--- config.mk ---
export PLATFORM = sky130hd
export DESIGN_NAME = grid_cell_neighbour_classifier_top
export DESIGN_NICKNAME = d
export VERILOG_FILES = /design/src/rtl/gcnc_pkg.sv /design/src/rtl/gcnc_line_mem.sv /design/src/rtl/gcnc_window.sv /design/src/rtl/gcnc_tally.sv /design/src/rtl/grid_cell_neighbour_classifier_top.sv
export SDC_FILE = /design/constraint.sdc
export NUM_CORES = 1
export LEC_CHECK = 0
export BUFFER_PORTS_ARGS = -buffer_cell sky130_fd_sc_hd__buf_2
export CAP_MARGIN = 20
export CORE_MARGIN = 8
export CORE_UTILIZATION = 43
export CTS_BUF_LIST = sky130_fd_sc_hd__clkbuf_16
export DETAILED_ROUTE_END_ITERATION = 8
export MAX_ROUTING_LAYER = met4
export PLACE_DENSITY = 0.66
export SYNTH_ARGS = -nofsm -noshare
export SYNTH_HDL_FRONTEND = slang
export SYNTH_SLANG_ARGS = --single-unit
--- constraint.sdc ---
create_clock -name clk -period 5.35 [get_ports clk]
set_input_delay 0.8025 -clock clk [delete_from_list [all_inputs] [get_ports clk]]
set_output_delay 0.8025 -clock clk [all_outputs]
set_load 0.03 [all_outputs]
--- src/rtl/gcnc_pkg.sv ---
// ----------------------------------------------------------------------------
// gcnc_pkg
// Shared types and helpers for the grid cell neighbour classifier: per-cell
// position flags, classification result and per-transfer count increments.
// ----------------------------------------------------------------------------
package gcnc_pkg;

  // width of each result count
  localparam int COUNT_W = 15;

  // position flags of a cell, captured when its transfer is taken
  typedef struct packed {
    logic cur;
    logic row_ge1;
    logic row_ge2;
    logic col_ge1;
    logic col_ge2;
    logic last_col;
    logic last_row;
  } issue_t;

  // one-hot class of a single center cell (all zero when not counted)
  typedef struct packed {
    logic isec;
    logic junc;
    logic turn;
    logic endp;
  } class_t;

  // per-cycle increments, up to four classified cells per cycle
  typedef struct packed {
    logic [2:0] isec;
    logic [2:0] junc;
    logic [2:0] turn;
    logic [2:0] endp;
  } inc_t;

  // classify a set center cell by its four orthogonal neighbours
  function automatic class_t classify(input logic center, input logic up,
                                      input logic down, input logic left,
                                      input logic right);
    logic [2:0] nsum;
    class_t     k;
    nsum = 3'(up) + 3'(down) + 3'(left) + 3'(right);
    k    = '0;
    if (center) begin
      case (nsum)
        3'd4:    k.isec = 1'b1;
        3'd3:    k.junc = 1'b1;
        3'd2:    k.turn = !((up && down) || (left && right));
        3'd1:    k.endp = 1'b1;
        default: k = '0;
      endcase
    end
    return k;
  endfunction

endpackage

--- src/rtl/gcnc_line_mem.sv ---
// ----------------------------------------------------------------------------
// gcnc_line_mem
// Line buffer memory: one 2-bit word per column holding the cells of the
// two previous rows, {older, recent}. One read and one write port, read data
// registered.
// ----------------------------------------------------------------------------
module gcnc_line_mem #(
  parameter int DEPTH = 128,
  parameter int AW    = 7
) (
  input  logic          clk,
  input  logic          rd_en,
  input  logic [AW-1:0] rd_addr,
  output logic [1:0]    rd_data,
  input  logic          wr_en,
  input  logic [AW-1:0] wr_addr,
  input  logic [1:0]    wr_data
);

  logic [1:0] mem [DEPTH];

  // synchronous read, read data registered
  always_ff @(posedge clk) begin
    if (rd_en) begin
      rd_data <= mem[rd_addr];
    end
  end

  // write back of the updated column
  always_ff @(posedge clk) begin
    if (wr_en) begin
      mem[wr_addr] <= wr_data;
    end
  end

endmodule

--- src/rtl/gcnc_window.sv ---
// ----------------------------------------------------------------------------
// gcnc_window
// Execute stage: takes the column word read from the line memory, writes the
// shifted word back, keeps the two previous columns of the 3-row window and
// classifies every cell whose neighbours became known with this cell.
// ----------------------------------------------------------------------------
module gcnc_window #(
  parameter int AW = 7
) (
  input  logic                 clk,
  input  logic                 rst,
  input  logic                 issue_valid,
  input  gcnc_pkg::issue_t     issue,
  input  logic [AW-1:0]        issue_col,
  input  logic [1:0]           rd_data,
  output logic                 wr_en,
  output logic [AW-1:0]        wr_addr,
  output logic [1:0]           wr_data,
  output logic                 inc_valid,
  output gcnc_pkg::inc_t       inc,
  output logic                 grid_done
);

  logic             s1_valid;
  gcnc_pkg::issue_t s1;
  logic [AW-1:0]    s1_col;

  // previous two columns of the window (already row masked)
  logic o1, m1, c1, m2, c2;

  logic mo, mm;
  logic p_o, p_m, p_c, q_m, q_c;
  gcnc_pkg::class_t ka, kb, kc, kd;

  // stage register
  always_ff @(posedge clk) begin
    if (rst) begin
      s1_valid <= 1'b0;
    end else begin
      s1_valid <= issue_valid;
    end
  end

  always_ff @(posedge clk) begin
    if (issue_valid) begin
      s1     <= issue;
      s1_col <= issue_col;
    end
  end

  // cells above: older is two rows up, recent is one row up
  assign mo = rd_data[1] & s1.row_ge2;
  assign mm = rd_data[0] & s1.row_ge1;

  // write back: recent moves to older, current cell becomes recent
  assign wr_en   = s1_valid;
  assign wr_addr = s1_col;
  assign wr_data = {rd_data[0], s1.cur};

  // window shift
  always_ff @(posedge clk) begin
    if (s1_valid) begin
      o1 <= mo;
      m1 <= mm;
      c1 <= s1.cur;
      m2 <= m1;
      c2 <= c1;
    end
  end

  // columns left of the grid read as zero
  assign p_o = o1 & s1.col_ge1;
  assign p_m = m1 & s1.col_ge1;
  assign p_c = c1 & s1.col_ge1;
  assign q_m = m2 & s1.col_ge2;
  assign q_c = c2 & s1.col_ge2;

  // upper-left cell, its right neighbour just came from memory
  assign ka = gcnc_pkg::classify(p_m, p_o, p_c, q_m, mm);
  // upper cell at row end, no right neighbour
  assign kb = s1.last_col ? gcnc_pkg::classify(mm, mo, s1.cur, p_m, 1'b0) : '0;
  // last row: cell to the left, no lower neighbour
  assign kc = s1.last_row ? gcnc_pkg::classify(p_c, p_m, 1'b0, q_c, s1.cur) : '0;
  // very last cell of the grid
  assign kd = (s1.last_row && s1.last_col) ?
              gcnc_pkg::classify(s1.cur, mm, 1'b0, p_c, 1'b0) : '0;

  // per-class increments
  assign inc.isec = 3'(ka.isec) + 3'(kb.isec) + 3'(kc.isec) + 3'(kd.isec);
  assign inc.junc = 3'(ka.junc) + 3'(kb.junc) + 3'(kc.junc) + 3'(kd.junc);
  assign inc.turn = 3'(ka.turn) + 3'(kb.turn) + 3'(kc.turn) + 3'(kd.turn);
  assign inc.endp = 3'(ka.endp) + 3'(kb.endp) + 3'(kc.endp) + 3'(kd.endp);

  assign inc_valid = s1_valid;
  assign grid_done = s1_valid && s1.last_row && s1.last_col;

endmodule

--- src/rtl/gcnc_tally.sv ---
// ----------------------------------------------------------------------------
// gcnc_tally
// Saturating class counters and the result buffer: the output register with
// a spare register behind it. The final counts of a grid go to the buffer and
// the counters restart at zero.
// ----------------------------------------------------------------------------
module gcnc_tally (
  input  logic                          clk,
  input  logic                          rst,
  input  logic                          clear,
  input  logic                          inc_valid,
  input  gcnc_pkg::inc_t                inc,
  input  logic                          grid_done,
  output logic                          hold_last,
  output logic                          result_valid,
  input  logic                          result_stall,
  output logic [gcnc_pkg::COUNT_W-1:0]  intersections,
  output logic [gcnc_pkg::COUNT_W-1:0]  junctions,
  output logic [gcnc_pkg::COUNT_W-1:0]  turns,
  output logic [gcnc_pkg::COUNT_W-1:0]  ends
);

  localparam int CW = gcnc_pkg::COUNT_W;
  localparam logic [CW-1:0] CountMax = '1;

  logic [CW-1:0] isec_cnt, junc_cnt, turn_cnt, endp_cnt;
  logic [CW-1:0] isec_next, junc_next, turn_next, endp_next;
  logic          spare_valid;
  logic [CW-1:0] spare_isec, spare_junc, spare_turn, spare_endp;
  logic          out_take;
  logic          out_free;
  logic [1:0]    slots_used;

  function automatic logic [CW-1:0] sat_add(input logic [CW-1:0] a,
                                            input logic [2:0] b);
    logic [CW:0] s;
    s = {1'b0, a} + (CW+1)'(b);
    return (s > {1'b0, CountMax}) ? CountMax : s[CW-1:0];
  endfunction

  assign isec_next = sat_add(isec_cnt, inc.isec);
  assign junc_next = sat_add(junc_cnt, inc.junc);
  assign turn_next = sat_add(turn_cnt, inc.turn);
  assign endp_next = sat_add(endp_cnt, inc.endp);

  // running counts
  always_ff @(posedge clk) begin
    if (rst || clear) begin
      isec_cnt <= '0;
      junc_cnt <= '0;
      turn_cnt <= '0;
      endp_cnt <= '0;
    end else if (inc_valid) begin
      if (grid_done) begin
        isec_cnt <= '0;
        junc_cnt <= '0;
        turn_cnt <= '0;
        endp_cnt <= '0;
      end else begin
        isec_cnt <= isec_next;
        junc_cnt <= junc_next;
        turn_cnt <= turn_next;
        endp_cnt <= endp_next;
      end
    end
  end

  // buffer occupancy once this edge is done; a last cell taken now lands after
  // the execute stage register, so it needs at least one slot left over
  assign out_take   = result_valid && !result_stall;
  assign out_free   = !result_valid || !result_stall;
  assign slots_used = 2'(result_valid) + 2'(spare_valid) + 2'(grid_done) - 2'(out_take);
  assign hold_last  = (slots_used > 2'd1);

  // buffer valid flags, the spare only fills behind a held output
  always_ff @(posedge clk) begin
    if (rst) begin
      result_valid <= 1'b0;
      spare_valid  <= 1'b0;
    end else if (out_free) begin
      result_valid <= spare_valid || grid_done;
      spare_valid  <= spare_valid && grid_done;
    end else if (grid_done) begin
      spare_valid <= 1'b1;
    end
  end

  // output register, from the spare first to keep the order
  always_ff @(posedge clk) begin
    if (out_free && spare_valid) begin
      intersections <= spare_isec;
      junctions     <= spare_junc;
      turns         <= spare_turn;
      ends          <= spare_endp;
    end else if (out_free && grid_done) begin
      intersections <= isec_next;
      junctions     <= junc_next;
      turns         <= turn_next;
      ends          <= endp_next;
    end
  end

  // spare register
  always_ff @(posedge clk) begin
    if (grid_done && (spare_valid || !out_free)) begin
      spare_isec <= isec_next;
      spare_junc <= junc_next;
      spare_turn <= turn_next;
      spare_endp <= endp_next;
    end
  end

endmodule

--- src/rtl/grid_cell_neighbour_classifier_top.sv ---
// ----------------------------------------------------------------------------
// grid_cell_neighbour_classifier_top
// Four-neighbour classifier for a square binary grid streamed in raster
// order; counts intersections, junctions, turns and ends per grid.
// ----------------------------------------------------------------------------
// Cells of a grid_side x grid_side grid are taken one per transfer, row by
// row, left to right; neighbours outside the grid count as zero. The block
// takes one cell per clock unless the last cell is held off: each cell costs
// one read and one write of the line memory (read when the cell is taken,
// write back in the following cycle), and a cell is classified once the cell
// below it (or, in the last row, to its right) has arrived. The result
// transfer carries the four saturating counts and is registered once the
// last cell of the grid has passed the execute stage; a spare register behind
// the output holds one more result, and the last cell of a grid is held off
// only while both would still be occupied when its counts land, so even
// one-cell grids run at one cell per clock while results are taken. A write of
// grid_side (0 acts as 1, values above MAX_SIDE act as MAX_SIDE) restarts the
// grid. The line memory needs no clearing pass after reset.
module grid_cell_neighbour_classifier_top #(
  parameter int MAX_SIDE = 128
) (
  input  logic                          clk,
  input  logic                          rst,
  input  logic                          cfg_wen,
  input  logic [7:0]                    cfg_wdata,
  input  logic                          cell_valid,
  output logic                          cell_stall,
  input  logic                          cell_req,
  output logic                          result_valid,
  input  logic                          result_stall,
  output logic [gcnc_pkg::COUNT_W-1:0]  intersections,
  output logic [gcnc_pkg::COUNT_W-1:0]  junctions,
  output logic [gcnc_pkg::COUNT_W-1:0]  turns,
  output logic [gcnc_pkg::COUNT_W-1:0]  ends
);

  localparam int AW        = $clog2(MAX_SIDE);
  localparam int XW        = (AW + 1 > 8) ? AW + 1 : 8;
  localparam int SideReset = 128;
  localparam logic [AW-1:0] ResetLast =
    AW'(((SideReset > MAX_SIDE) ? MAX_SIDE : SideReset) - 1);
  localparam logic [XW-1:0] MaxSideX = XW'(MAX_SIDE);

  logic [AW-1:0]    side_last;
  logic [AW-1:0]    col;
  logic [AW-1:0]    row;
  logic [XW-1:0]    side_x;
  logic [AW-1:0]    cfg_last;
  logic             in_last;
  logic             accept;
  gcnc_pkg::issue_t issue;
  logic [1:0]       rd_data;
  logic             wr_en;
  logic [AW-1:0]    wr_addr;
  logic [1:0]       wr_data;
  logic             inc_valid;
  gcnc_pkg::inc_t   inc;
  logic             grid_done;
  logic             hold_last;

  // clamp the written side and keep it as the last index
  assign side_x = XW'(cfg_wdata);
  always_comb begin
    if (side_x == '0) begin
      cfg_last = '0;
    end else if (side_x > MaxSideX) begin
      cfg_last = AW'(MaxSideX - XW'(1));
    end else begin
      cfg_last = AW'(side_x - XW'(1));
    end
  end

  // hold off the last cell while the result buffer cannot take its counts
  assign in_last    = (row == side_last) && (col == side_last);
  assign cell_stall = in_last && hold_last;
  assign accept     = cell_valid && !cell_stall;

  // raster position of the next cell
  always_ff @(posedge clk) begin
    if (rst) begin
      side_last <= ResetLast;
      col       <= '0;
      row       <= '0;
    end else if (cfg_wen) begin
      side_last <= cfg_last;
      col       <= '0;
      row       <= '0;
    end else if (accept) begin
      if (col == side_last) begin
        col <= '0;
        row <= (row == side_last) ? '0 : row + AW'(1);
      end else begin
        col <= col + AW'(1);
      end
    end
  end

  // position flags travelling with the cell
  assign issue.cur      = cell_req;
  assign issue.row_ge1  = (row != '0);
  assign issue.row_ge2  = (row > AW'(1));
  assign issue.col_ge1  = (col != '0);
  assign issue.col_ge2  = (col > AW'(1));
  assign issue.last_col = (col == side_last);
  assign issue.last_row = (row == side_last);

  gcnc_line_mem #(
    .DEPTH (MAX_SIDE),
    .AW    (AW)
  ) u_line_mem (
    .clk     (clk),
    .rd_en   (accept),
    .rd_addr (col),
    .rd_data (rd_data),
    .wr_en   (wr_en),
    .wr_addr (wr_addr),
    .wr_data (wr_data)
  );

  gcnc_window #(
    .AW (AW)
  ) u_window (
    .clk         (clk),
    .rst         (rst),
    .issue_valid (accept),
    .issue       (issue),
    .issue_col   (col),
    .rd_data     (rd_data),
    .wr_en       (wr_en),
    .wr_addr     (wr_addr),
    .wr_data     (wr_data),
    .inc_valid   (inc_valid),
    .inc         (inc),
    .grid_done   (grid_done)
  );

  gcnc_tally u_tally (
    .clk           (clk),
    .rst           (rst),
    .clear         (cfg_wen),
    .inc_valid     (inc_valid),
    .inc           (inc),
    .grid_done     (grid_done),
    .hold_last     (hold_last),
    .result_valid  (result_valid),
    .result_stall  (result_stall),
    .intersections (intersections),
    .junctions     (junctions),
    .turns         (turns),
    .ends          (ends)
  );

`ifndef SYNTHESIS
  // a result only appears right after the last cell of a grid was executed
  a_result_after_grid: assert property (@(posedge clk) disable iff (rst)
    $rose(result_valid) |-> $past(grid_done))
    else $error("result without a finished grid");

  // only the last cell of a grid is ever held off
  a_stall_only_last: assert property (@(posedge clk) disable iff (rst)
    !in_last |-> !cell_stall)
    else $error("stall on a cell that is not the last of the grid");

  // position stays inside the configured grid
  a_pos_in_grid: assert property (@(posedge clk) disable iff (rst)
    (col <= side_last) && (row <= side_last))
    else $error("raster position outside the grid");

  // a stalled result stays put
  a_result_hold: assert property (@(posedge clk) disable iff (rst)
    (result_valid && result_stall) |=> (result_valid && $stable(intersections)))
    else $error("stalled result changed");
`endif

endmodule
After elaboration in Yosys (flattened, before gate mapping) --
Memories as Yosys holds them, arrays and structs flattened. A register that Yosys moved wholly into a read port is not among the register bits. Index checks and enable logic that the tools add are counted.
Operators by class: add/sub/neg operators 30, magnitude comparators 8, eq/ne operators 18, muxes and demuxes 47, bitwise gates (word level) 7, reduce and logical (&&, ||, !) cells 34
Operator list (count):
- $mux W15 | 16
- $add A15 B3 Y16 | 4
- $gt A16 B15 Y1 const B | 4
- $add A3 B1 Y3 | 12
- $mux W4 | 7
- $mux W7 | 4
- $eq A3 B2 Y1 const B | 8
- $mux W1 | 20
- $add A1 B1 Y2 | 9
- $logic_and A1 B1 Y1 | 15
- $add A7 B1 Y7 const B | 2
- $eq A7 B7 Y1 | 2
- $gt A7 B1 Y1 const B | 2
- $reduce_bool A7 Y1 | 2
- $eq A3 B1 Y1 const B | 4
- $eq A3 B3 Y1 const B | 4
- $gt A8 B8 Y1 const B | 1
- $logic_not A8 Y1 | 1
- $and A1 B1 Y1 | 7
- $logic_not A1 Y1 | 7
- $sub A7 B1 Y7 const B | 1
- $logic_or A1 B1 Y1 | 5
- $reduce_bool A2 Y1 | 2
- $add A2 B1 Y2 | 1
- other kinds (4) | 4
Word-level totals: flip-flop bits (word level) 223, RAM bits 256, output and inout bits 62, memories 1
Memory list:
- u_line_mem.mem | depth 128, width 2, read ports 1, clocked after Yosys merged registers in 1, wr ports 1, line gcnc_line_mem.sv:20 | logic [1:0] mem [DEPTH];

Longest topological paths before layout --
Gate-level depths: netlist of run 1.
depth in word-level cells 15, gate-level depth with buffers 23

By module --
From an unflattened synthesis of run 1, not the netlist that was laid out.
Unflattened totals: cells, all modules 1690, area total of the unflattened synthesis 21675.8 µm²
By module, submodules not included:
- gcnc_line_mem | times used 1, cells each 611, area each 10632.7 µm², sequential area each 7747.4 µm²
- gcnc_tally | times used 1, cells each 813, area each 8478.1 µm², sequential area each 4844.6 µm²
- grid_cell_neighbour_classifier_top | times used 1, cells each 187, area each 1481.4 µm², sequential area each 420.4 µm²
- gcnc_window | times used 1, cells each 79, area each 1083.5 µm², sequential area each 590.6 µm²

Worst setup path before layout of run 1 --
OpenSTA, ideal clock, no wires.
path kind reg-to-reg, start point register u_line_mem.rd_data[0], read port of u_line_mem.mem, end point register u_tally.turns[14] (netlist bit), data pin, library setup time 260 ps, data arrival time 5520 ps, required time 5090 ps, setup slack -429 ps, stages on the path, launching flop included 20, clock period less this slack 5779 ps, cells stage by stage edfxtp_1 > nand2_1 > fa_1 > inv_1 > ha_1 > nand2_1 > nor4b_1 > ha_1 > inv_1 > fa_1 > inv_1 > ha_1 > inv_1 > fa_1 > nor2b_1 > o2111ai_1 > nor2_1 > nand3_1 > o21a_1 > mux2_2
Between the ends: longest elaborated chain between the ends 14
Ends and longest elaborated chain:
- start: declaration | line gcnc_line_mem.sv:14 | output logic [1:0] rd_data,
- $and A1 B1 Y1 (*) | line gcnc_window.sv:53 | assign mm = rd_data[0] & s1.row_ge1;
- branches (longest 7 deep; another with $add A3 B1 Y3)
- $add A3 B1 Y3 (*) | line gcnc_window.sv:91 | assign inc.turn = 3'(ka.turn) + 3'(kb.turn) + 3'(kc.turn) + 3'(kd.turn);
- $add A15 B3 Y16 (*) | line gcnc_tally.sv:37 | s = {1'b0, a} + (CW+1)'(b);
- $gt A16 B15 Y1 | line gcnc_tally.sv:38 | return (s > {1'b0, CountMax}) ? CountMax : s[CW-1:0];
- $mux W15 (*) | line gcnc_tally.sv:38
- net u_tally.turn_next[14] | line gcnc_tally.sv:27 | logic [CW-1:0] isec_next, junc_next, turn_next, endp_next;
- $mux W15 (*) | line gcnc_tally.sv:95 | end else if (out_free && grid_done) begin
- $mux W15 (*) | line gcnc_tally.sv:90 | if (out_free && spare_valid) begin
- end signal: assignment | line gcnc_tally.sv:93 | turns <= spare_turn;
- end signal: assignment | line gcnc_tally.sv:98 | turns <= turn_next;
- end: declaration | line gcnc_tally.sv:19 | output logic [gcnc_pkg::COUNT_W-1:0] turns,
Mark *: on every way through the listed nets, which the timed path passes. The select of a mux whose other input is x is not followed. A chain may end at the register's enable or synchronous reset.

Worst setup path in the final report of run 1 --
start point register u_window.s1[3] (netlist bit), end point register u_tally.ends[5] (netlist bit), data pin
Between the ends: longest elaborated chain between the ends 15
Ends and longest elaborated chain:
- start: declaration | line gcnc_window.sv:25 | gcnc_pkg::issue_t s1;
- start signal: assignment | line gcnc_window.sv:46 | s1 <= issue;
- $and A1 B1 Y1, on equally long branches | line gcnc_window.sv:72, gcnc_window.sv:74
- $add A1 B1 Y2 | line gcnc_pkg.sv:44 | nsum = 3'(up) + 3'(down) + 3'(left) + 3'(right);
- $add A3 B1 Y3 (2 in series) | line gcnc_pkg.sv:44
- $eq A3 B1 Y1 | line gcnc_pkg.sv:47 | case (nsum)
- $mux W1 | line gcnc_pkg.sv:47
- $mux W4 | line gcnc_pkg.sv:46 | if (center) begin
- $add A1 B1 Y2 | line gcnc_window.sv:92 | assign inc.endp = 3'(ka.endp) + 3'(kb.endp) + 3'(kc.endp) + 3'(kd.endp);
- $add A3 B1 Y3 | line gcnc_window.sv:92
- $add A3 B1 Y3 (*) | line gcnc_window.sv:92
- $add A15 B3 Y16 (*) | line gcnc_tally.sv:37
- $gt A16 B15 Y1 | line gcnc_tally.sv:38
- $mux W15 (*) | line gcnc_tally.sv:38
- net u_tally.endp_next[5] | line gcnc_tally.sv:27
- $mux W15 (*) | line gcnc_tally.sv:95
- $mux W15 (*) | line gcnc_tally.sv:90
- end signal: assignment | line gcnc_tally.sv:94 | ends <= spare_endp;
- end signal: assignment | line gcnc_tally.sv:99 | ends <= endp_next;
- end: declaration | line gcnc_tally.sv:20 | output logic [gcnc_pkg::COUNT_W-1:0] ends
The timed path passes the listed nets; every way through them passes the cells marked *. The select of a mux whose other input is x is not followed.

==> results of run 1 <==
## metal layers
metal  global-route usage, %  vias up
li1                        -     6326
met1                   22.04     6679
met2                   27.05      362
met3                   2.928       85
met4                   5.382        0
met5                       -        -
## report_power, final
part	switching (W)	internal [W]	leakage (nW)
clock	0.00144	0.00189	0.825
combinational	0.000147	0.0000661	3.24
sequential	0.0000258	0.00406	4.30
total	0.00162	0.00601	8.36
## through the flow
stage | setup slack [ps] | setup TNS, ps | cells | power, W | cell area, um^2
after global routing | 311.4 | 0 | 2444 | 0.007875 | 24250
after global placement | 688.4 | 0 | 2347 | 0.004372 | 22590
after floorplan | -198.7 | -5449 | 1673 | 0.004304 | 21650
after detailed placement | 597.4 | 0 | 2350 | 0.004379 | 22650
final | 573.3 | 0 | 2444 | 0.007629 | 24250
after CTS | 547.5 | 0 | 2444 | 0.007715 | 24250
## worst register-to-register path: cells and delay by family, from the launching register on
family	cells	cell delay (ps)
AOI/OAI and AO/OA	3	530
adders and majority gates	7	1880
buffers and inverters	4	240
DFF	1	390
and+or+nand+nor	5	1570
## cell families (layout without fill, tap and decap cells)
group	count (synthesis)	after routing	share of synthesized area [%]
buffers and inverters	140	247	2.922
and+or+nand+nor	587	587	12.61
muxes	111	111	7.547
DFF	481	481	63.65
adders and majority gates	50	50	3.314
xor gates and xnor gates	56	56	2.295
AOI/OAI and AO/OA	248	248	7.658
## how the worst min path moves through the flow
| stage | endpoint | slack [ps] | cells past startpoint |
|---|---|---|---|
| global route | u_window.wr_data[0]$_DFFE_PP_ | 410 | 1 |
| global placement | u_window.c2$_DFFE_PP_ | 420 | 0 |
| floorplan | u_window.wr_addr[3]$_DFFE_PP_ | 400 | 0 |
| finish | u_window.wr_data[0]$_DFFE_PP_ | 440 | 1 |
| CTS | u_window.wr_data[0]$_DFFE_PP_ | 410 | 1 |
| detailed placement | u_window.c2$_DFFE_PP_ | 440 | 0 |
## registers in the layout, summed over array words and instances, names as in the netlist, 2 cells and up
name and flops:
side_last 7, u_tally.isec_cnt 15, u_line_mem.mem 256, u_tally.junc_cnt 15, u_tally.spare_junc 15, u_tally.turns 15, row 7, u_tally.spare_isec 15
u_tally.spare_turn 15, u_tally.junctions 15, u_window.s1 6, u_line_mem.rd_data 2, u_tally.turn_cnt 15, u_tally.intersections 15, u_tally.ends 15, u_tally.spare_endp 15
u_tally.endp_cnt 15, col 7, u_window.wr_addr 7
## synth_stat cells, drive strengths merged, types with 11 or more instances
library cell / count
clkbuf: 55
nand2b: 14
nor2b: 18
a22o: 18
nand3: 44
mux2i: 58
xor2: 26
and2: 14
o21ai: 43
ha: 39
mux2: 15
nor2: 259
nor3: 29
a22oi: 28
mux4: 38
or3: 11
nand2: 127
edfxtp: 397
fa: 11
a31oi: 29
buf: 29
a21oi: 64
inv: 56
dfxtp: 84
nand4: 16
a211oi: 14
xnor2: 30
## cell type report
class                           instances  area [um^2]
Fill cell                            4294        24800
Sequential cell                       481        13610
Multi-Input combinational cell       1052         7420
Clock buffer                           51         1276
Tap cell                              664        830.8
Timing Repair Buffer                   97        580.6
Clock inverter                         43        319.1
Inverter                               56        210.2
==> results.ini, run 1 <==
[flow_run]
maxCapViolCount=0

[clock_network]
cts-htree-levels=2
cts_tree=yes
cts_resized=0
post_cts_buffers=0
clock_sinks=481
ctsRootBufferMaster=clkbuf_16
clkLatencyLatePin_ps=600
clk_path_buf_depth=3
clk_pin_slew_ps=60
hold_buffers=0
numCtsBuffers=51

[die]
die_area_um2=57090
num_rows=81
start_util_pct=43.57
core_um2=49050
die-height_um=238.9
die-width_um=238.9
ios=76

[worst_setup_path]
critPathKind=reg -> reg
crit_arrival_ps=5210
required_ps=5780
start_kind=flip-flop
cp_top_family=adder cells
worstSetupEndpoint=u_tally.ends[5]$_DFFE_PP_
reg2regPathDepth=19
crit_start=u_window.s1[3]$_DFFE_PP_
r2r_end=u_tally.ends[5]$_DFFE_PP_
slowest_stage=or4_1
critPathMostFrequentCell=ha_1
reg2reg_from=u_window.s1[3]$_DFFE_PP_
path_depth=19
slowest_delay_ps=830
cp.buffers_inverters=4
worstPathMaxFanout=17
cp-end-kind=flip-flop
crit_chain=and2_1 > ha_1 > inv_1 > fa_2 > inv_2 > ha_4 > nor4_1 > ha_1 > inv_1 > fa_2 > inv_2 > ha_4 > ha_1 > a21o_1 > a21oi_4 > or4_1 > o21ai_1 > nor2_1 > nor2_1
r2r_slack_ps=570

[synthesis]
ys_ff_latch=481
yosys.cell_types.count=69
synth_cells=1673
synthTopCellsByArea=edfxtp_1 (56%), dfxtp_1 (7.9%), nor2_1 (4.5%)
syn_area_um2=21370
synth-edff-count=397
synth_ff_type=edfxtp_1
synth_top_area_share_pct=55.78
synth_nets=1737
yosysWarnings=0
syn_area_per_cell_um2=12.77
synth_top_area_cell=edfxtp_1
async_reset_ff_share_pct=0
yosysSeqAreaShare_pct=63.65

[grt]
grt.total_usage_pct=16.96
grt_max_degree=90
grt_pass1_vias=13630
grt_overflow_total=0
antenna_found_initial=0
grt_pass1_wl_mm=75.16

[routing]
top_layer=met4
wl_met3_mm=2.645
dr.first_iter.drc_count=990
routedWlPerCell_um=19.39
wl_met2_mm=22.78
drc_errors=0
wl_mm=47.38
vias=13450
dr.pass1.iters=7
avgViaCountPerCell=5.504
ant_nets=0
wl_met1_mm=20.83

[timing]
setup_viol=0
slew_violations=0
worst_hold_slack_ps=435.3
hold_violations=0
tightestPinTransition_ps=1049
fmax_mhz=209.3
rsz0062_at_grt=no
fin_skew_ps=25.56
finalCritPeriodShare_pct=89.28
relSlewSlack_pct=29.97
period_needed_ps=4777

[finish]
drive_above_1_share_pct=16.07
antenna_cells=0
nets=1803
final_common_cell=edfxtp_1
area_growth_pct=13.47
final_util_pct=49.43
layout_common_cells=edfxtp_1 (397), nor2_1 (255), nand2_1 (121), dfxtp_1 (81), buf_2 (75)

[outcome]
status=complete, no violations

[power]
power_density_nw_per_um2=314.6
peakVddDrop_v=0.0002490
p_leak_nw=8.360

[hold_path]
min_from=cell_req
hp-class=in -> reg

[placement]
dpl.hpwl_mm=30.73
portBuffers=75
place_congestion=0.8113

Power figures use the tool's default switching activity.
==> inputs of run 2 (changes only) <==
Settings changed: RECOVER_POWER set to 50.
==> results.ini, run 2 (synthesized netlist as in run 1, its figures left out) <==
[outcome]
status=finished, violations left  ; was complete, no violations
violations=capacitance limit, slew limit

[finish]
area_growth_pct=12.65  ; was 13.47%
nets=1803  ; unchanged
layout_common_cells=edfxtp_1 (397), nor2_1 (256), nand2_1 (121), dfxtp_1 (84), clkbuf_1 (73)  ; was edfxtp_1 (397), nor2_1 (255), nand2_1 (121), dfxtp_1 (81), buf_2 (75)
final_util_pct=49.08  ; was 49.43%
drive_above_1_share_pct=11.63  ; was 16.07%
largest_register_ffs=256  ; unchanged
final_common_cell=edfxtp_1  ; unchanged
antenna_cells=0  ; unchanged
regMostFlops=u_line_mem.mem  ; unchanged

[die]
ios=76  ; unchanged
die-width_um=238.9  ; unchanged
num_rows=81  ; unchanged
start_util_pct=43.57  ; unchanged
core_um2=49050  ; unchanged
die_area_um2=57090  ; unchanged
die-height_um=238.9  ; unchanged

[worst_setup_path]
cp_top_family=flip-flops  ; was adder cells
worstPathMaxFanout=56  ; was 17
slowest_stage=dfxtp_1  ; was or4_1
start_kind=flip-flop  ; unchanged
critPathKind=reg -> out  ; was reg -> reg
required_ps=4550  ; was 5780 ps
slowest_delay_ps=2320  ; was 830 ps
cp.buffers_inverters=1  ; was 4
crit_arrival_ps=4060  ; was 5210 ps
cp-end-kind=output port  ; was flip-flop
crit_chain=xnor2_1 > nand3_1 > or2_1 > nor3_1 > buf_2  ; was and2_1 > ha_1 > inv_1 > fa_2 > inv_2 > ha_4 > nor4_1 > ha_1 > inv_1 > fa_2 > inv_2 > ha_4 > ha_1 > a21o_1 > a21oi_4 > or4_1 > o21ai_1 > nor2_1 > nor2_1

[power]
p_leak_nw=8.164  ; was 8.360 nW
peakVddDrop_v=0.0002484  ; was 0.0002490 V
power_density_nw_per_um2=317.0  ; was 314.6 nW/um^2

[placement]
portBuffers=75  ; unchanged
dpl.hpwl_mm=30.73  ; unchanged
place_congestion=0.8113  ; unchanged

[routing]
ant_nets=0  ; unchanged
dr.pass1.iters=5  ; was 7
wl_mm=47.49  ; was 47.38 mm
drc_errors=0  ; unchanged
vias=13460  ; was 13450
avgViaCountPerCell=5.509  ; was 5.504
routedWlPerCell_um=19.43  ; was 19.39 um
dr.first_iter.drc_count=987  ; was 990

[timing]
fin_skew_ps=25.30  ; was 25.56 ps
period_needed_ps=4866  ; was 4777 ps
hold_violations=0  ; unchanged
slew_violations=347  ; was 0
relSlewSlack_pct=-109.2  ; was 29.97%
fin_tns_setup_ps=0  ; unchanged
tightestPinTransition_ps=3138  ; was 1049 ps
setup_viol=0  ; unchanged
finalCritPeriodShare_pct=90.96  ; was 89.28%
fmax_mhz=205.5  ; was 209.3 MHz
rsz0062_at_grt=no  ; unchanged
worst_hold_slack_ps=456.3  ; was 435.3 ps

[clock_network]
hold_buffers=0  ; unchanged
numCtsBuffers=51  ; unchanged
clk_pin_slew_ps=60  ; about the same
ctsRootBufferMaster=clkbuf_16  ; unchanged
post_cts_buffers=0  ; unchanged
clock_sinks=481  ; unchanged
cts-htree-levels=2  ; unchanged
clk_path_buf_depth=3  ; unchanged
clkLatencyLatePin_ps=600  ; about the same
cts_tree=yes  ; unchanged
cts_resized=0  ; unchanged

[grt]
grt_overflow_total=0  ; unchanged
grt_max_degree=90  ; unchanged
antenna_found_initial=0  ; unchanged
grt_pass1_vias=13630  ; unchanged
grt.total_usage_pct=16.96  ; unchanged
grt_pass1_wl_mm=75.16  ; unchanged

[flow_run]
maxCapViolCount=6  ; was 0

[hold_path]
hp-class=reg -> reg  ; was in -> reg

-- run 2: cell types whose count changed in the layout (fill, tap and decap cells not counted), moves of 2 or more --
cell      change
clkbuf_1     +73
buf_2        -64
buf_4         -7
dfxtp_1       +3
dfxtp_4       -2
-- run 2: per-stage QoR --
| stage | instances | setup WS (ps) | power [W] | area (um^2) |
|---|---|---|---|---|
| after detailed placement | 2350 | 597.4 | 0.004379 | 22650 |
| after CTS | 2444 | 547.5 | 0.007715 | 24250 |
| final | 2444 | 483.8 | 0.007633 | 24070 |
| after global placement | 2347 | 688.4 | 0.004372 | 22590 |
| after global routing | 2444 | 162.1 | 0.007879 | 24070 |
| after floorplan | 1673 | -198.7 | 0.004304 | 21650 |
-- run 2: worst reg2reg max path, delay by kind of cell (launching register included) --
family	cells	cell delay, ps
AND/OR/NAND/NOR	2	500
flip-flops	1	2320
AO/OA/AOI/OAI	1	260
multiplexers	1	610
buffers and inverters	1	880
-- run 2: power breakdown --
group | total, W | switching [W] | internal [W]
Clock | 0.00333 | 0.00145 | 0.00189
Sequential | 0.00409 | 0.0000260 | 0.00406
Combinational | 0.000211 | 0.000146 | 0.0000646
Total | 0.00763 | 0.00162 | 0.00601
-- run 2: final timing paths --
path / from / end / slack (ps) / cells past startpoint
worst min register to register: u_tally.isec_cnt[0]$_SDFFE_PP0P_ / u_tally.isec_cnt[0]$_SDFFE_PP0P_ / 460 / 2
worst max-delay path: col[1]$_SDFFE_PP0P_ / cell_stall / 480 / 5
worst min-delay path: u_tally.isec_cnt[0]$_SDFFE_PP0P_ / u_tally.isec_cnt[0]$_SDFFE_PP0P_ / 460 / 2
worst max register to register: col[1]$_SDFFE_PP0P_ / u_line_mem.rd_data[0]$_DFFE_PP_ / 520 / 5
-- run 2: layer usage --
metal  vias up  part of all wire [%]  track usage, %  wire [um]
met1      6692                    44           22.04      20960
met4         0                   2.3           5.382       1073
li1       6320                     -               -          -
met2       374                    48           27.05      22690
met3        78                   5.8           2.928       2761
met5         -                     0               -          0
-- run 2: final cells by class --
cell class                      instances  area, um^2
Timing Repair Buffer                   97       424.2
Multi-Input combinational cell       1052        7411
Inverter                               56       210.2
Sequential cell                       481       13600
Tap cell                              664       830.8
Clock inverter                         43       319.1
Fill cell                            4345       24980
Clock buffer                           51        1276
==> inputs of run 3 (changes only) <==
Settings changed: ABC_AREA set to 1.
==> results.ini, run 3 <==
[outcome]
status=finished, violations left  ; unchanged
violations=capacitance limit, slew limit  ; unchanged

[worst_setup_path]
slowest_delay_ps=410  ; was 2320 ps
required_ps=5860  ; was 4550 ps
cp.buffers_inverters=6  ; was 1
start_kind=flip-flop  ; unchanged
critPathMostFrequentCell=inv_1
crit_arrival_ps=5170  ; was 4060 ps
worstPathMaxFanout=23  ; was 56
slowest_stage=nand3_2  ; was dfxtp_1
critPathKind=reg -> reg  ; was reg -> out
crit_chain=nand2_1 > inv_1 > ha_1 > inv_1 > fa_2 > inv_1 > ha_1 > nor4_1 > ha_1 > inv_1 > fa_1 > inv_1 > ha_1 > ha_1 > nand3_1 > nand3_1 > nand2_2 > inv_1 > nand3_2 > o21ai_0 > nand2_1 > a21oi_1  ; was xnor2_1 > nand3_1 > or2_1 > nor3_1 > buf_2
cp-end-kind=flip-flop  ; was output port
cp_top_family=adder cells  ; was flip-flops

[synthesis]
ys_ff_latch=481  ; unchanged
synth-edff-count=397  ; unchanged
synthTopCellsByArea=edfxtp_1 (53%), nand2_1 (13%), dfxtp_1 (7.5%)  ; was edfxtp_1 (56%), dfxtp_1 (7.9%), nor2_1 (4.5%)
synth_most_common_cell=nand2_1  ; was edfxtp_1
synth_top_area_cell=edfxtp_1  ; unchanged
synth_cells=2428  ; was 1673
synth_ff_type=edfxtp_1  ; unchanged
yosysSeqAreaShare_pct=60.52  ; was 63.65%
synth_common_cells=nand2_1 (786), edfxtp_1 (397), nor2_1 (310)  ; was edfxtp_1 (397), nor2_1 (258), nand2_1 (127)
synth_top_area_share_pct=53.04  ; was 55.78%
yosys.cell_types.count=41  ; was 69
synth_nets=2492  ; was 1737
syn_area_um2=22480  ; was 21370 um^2
yosysWarnings=0  ; unchanged
syn_area_per_cell_um2=9.257  ; was 12.77 um^2
async_reset_ff_share_pct=0  ; unchanged

[placement]
place_congestion=0.8433  ; was 0.8113
dpl.hpwl_mm=32.09  ; was 30.73 mm
portBuffers=75  ; unchanged
placed_area_um2=23560  ; was 22650 um^2

[grt]
antenna_found_initial=0  ; unchanged
grt_overflow_total=0  ; unchanged
grt.total_usage_pct=17.36  ; was 16.96%
grt_pass1_wl_mm=82.98  ; was 75.16 mm
grt_busiest_layer=met2  ; unchanged
grt_max_degree=77  ; was 90
use_met3_pct=2.585  ; was 2.928%
grt.met2_usage_pct=29.52  ; was 27.05%
grt_pass1_vias=16220  ; was 13630
use_met1_pct=20.85  ; was 22.04%

[clock_network]
cts_resized=0  ; unchanged
clkLatencyLatePin_ps=600  ; about the same
ctsRootBufferMaster=clkbuf_16  ; unchanged
numCtsBuffers=49  ; was 51
cts_tree=yes  ; unchanged
clk_path_buf_depth=3  ; unchanged
clk_pin_slew_ps=60  ; about the same
post_cts_buffers=0  ; unchanged
cts-htree-levels=2  ; unchanged
clock_sinks=481  ; unchanged
hold_buffers=0  ; unchanged

[hold_path]
hp-class=reg -> reg  ; unchanged

[timing]
tightestPinTransition_ps=3050  ; was 3138 ps
rsz0062_at_grt=no  ; unchanged
fin_skew_ps=25.36  ; was 25.30 ps
worst_hold_slack_ps=461.7  ; was 456.3 ps
finalCritPeriodShare_pct=87.01  ; was 90.96%
slew_violations=300  ; was 347
fmax_mhz=214.8  ; was 205.5 MHz
relSlewSlack_pct=-103.3  ; was -109.2%
period_needed_ps=4655  ; was 4866 ps
hold_violations=0  ; unchanged
setup_viol=0  ; unchanged

[routing]
avgViaCountPerCell=5.103  ; was 5.509
drc_errors=0  ; unchanged
vias=16290  ; was 13460
dr.first_iter.drc_count=1211  ; was 987
ant_nets=0  ; unchanged
wl_mm=51.56  ; was 47.49 mm
dr.pass1.iters=7  ; was 5
routedWlPerCell_um=16.15  ; was 19.43 um

[finish]
nets=2537  ; was 1803
multi_input_area_um2=7661  ; was 7411 um^2
layout_common_cells=nand2_1 (783), edfxtp_1 (397), nor2_1 (307), inv_1 (230), nand3_1 (128)  ; was edfxtp_1 (397), nor2_1 (256), nand2_1 (121), dfxtp_1 (84), clkbuf_1 (73)
final_common_cell=nand2_1  ; was edfxtp_1
largest_register_ffs=256  ; unchanged
num-fill-cells=4836  ; was 4345
register_area_um2=13610  ; was 13600 um^2
area_growth_pct=10.97  ; was 12.65%
final_area_um2=24940  ; was 24070 um^2
final_util_pct=48.42  ; was 49.08%
antenna_cells=0  ; unchanged
drive_above_1_share_pct=5.611  ; was 11.63%
regMostFlops=u_line_mem.mem  ; unchanged

[flow_run]
maxCapViolCount=6  ; unchanged

[power]
peakVddDrop_v=0.0002348  ; was 0.0002484 V
p_leak_nw=9.683  ; was 8.164 nW
total_power_w=0.007556  ; was 0.007633 W
power_density_nw_per_um2=302.9  ; was 317.0 nW/um^2

[die]
die-width_um=244.6  ; was 238.9 um
ios=76  ; unchanged
die-height_um=244.6  ; was 238.9 um
die_area_um2=59840  ; was 57090 um^2
core_um2=51510  ; was 49050 um^2
num_rows=83  ; was 81
start_util_pct=43.63  ; was 43.57%

==> run 3: changes by cell type after synthesis, moves of 28 or more <==
cell | previous run | this run
nand3_1 | 44 | 131
mux2i_1 | 58 | 0
nor2_1 | 258 | 310
a22oi_1 | 28 | 0
o21ai_0 | 24 | 57
nand2_1 | 127 | 786
inv_1 | 53 | 224
a21oi_1 | 63 | 98
mux4_2 | 36 | 0
==> run 3: final timing paths <==
path	cells past startpoint	endpoint	from	slack [ps]
worst max-delay path	22	u_tally.endp_cnt[2]$_SDFFE_PP0P_	u_window.s1[3]$_DFFE_PP_	690
worst min-delay path	0	u_window.m2$_DFFE_PP_	u_window.m1$_DFFE_PP_	460
worst min register to register	0	u_window.m2$_DFFE_PP_	u_window.m1$_DFFE_PP_	460
worst max register to register	22	u_tally.endp_cnt[2]$_SDFFE_PP0P_	u_window.s1[3]$_DFFE_PP_	690
==> run 3: per-layer routing <==
layer / routed length (um) / vias up
met5: 0 / -
met4: 1620 / 0
met3: 2853 / 114
met2: 24830 / 446
met1: 22250 / 7654
li1: - / 8080
==> run 3: where the power goes <==
part	switching, W	internal (W)	total, W
Combinational	0.000202	0.0000621	0.000264
Clock	0.00144	0.00177	0.00321
Sequential	0.0000187	0.00406	0.00408
==> run 3: cells by family after synthesis <==
logic type,synth area share (%)
xor+xnor,1.948
buf+inv,5.795
flops,60.52
fa+ha+maj,3.151
compound gates,4.988
simple gates,23.59
==> run 3: per-stage QoR <==
step	setup TNS, ps	setup slack (ps)	std cells
2_1_floorplan	-748.9	-129.0	2428
3_3_place_gp	0	790.9	3102
3_5_place_dp	0	710.4	3102
4_1_cts	0	679.6	3193
5_1_grt	0	345.3	3193
6_report	0	694.7	3193
==> run 3: cell type report <==
| type | instances | area share (%) |
|---|---|---|
| multi-input cells | 1613 | 30.72 |
| repair buffers | 99 | 1.841 |
| flip-flops and latches | 481 | 54.56 |
| inverters | 229 | 3.451 |
| clock buffers | 49 | 4.916 |
| well taps | 680 | 3.411 |
| clock inverters | 42 | 1.104 |
==> run 3: worst reg2reg max path, delay by kind of cell (launching register included) <==
kind | cells | cell delay, ps
compound gates | 2 | 480
fa+ha+maj | 7 | 2000
buf+inv | 6 | 470
flops | 1 | 400
simple gates | 7 | 1260
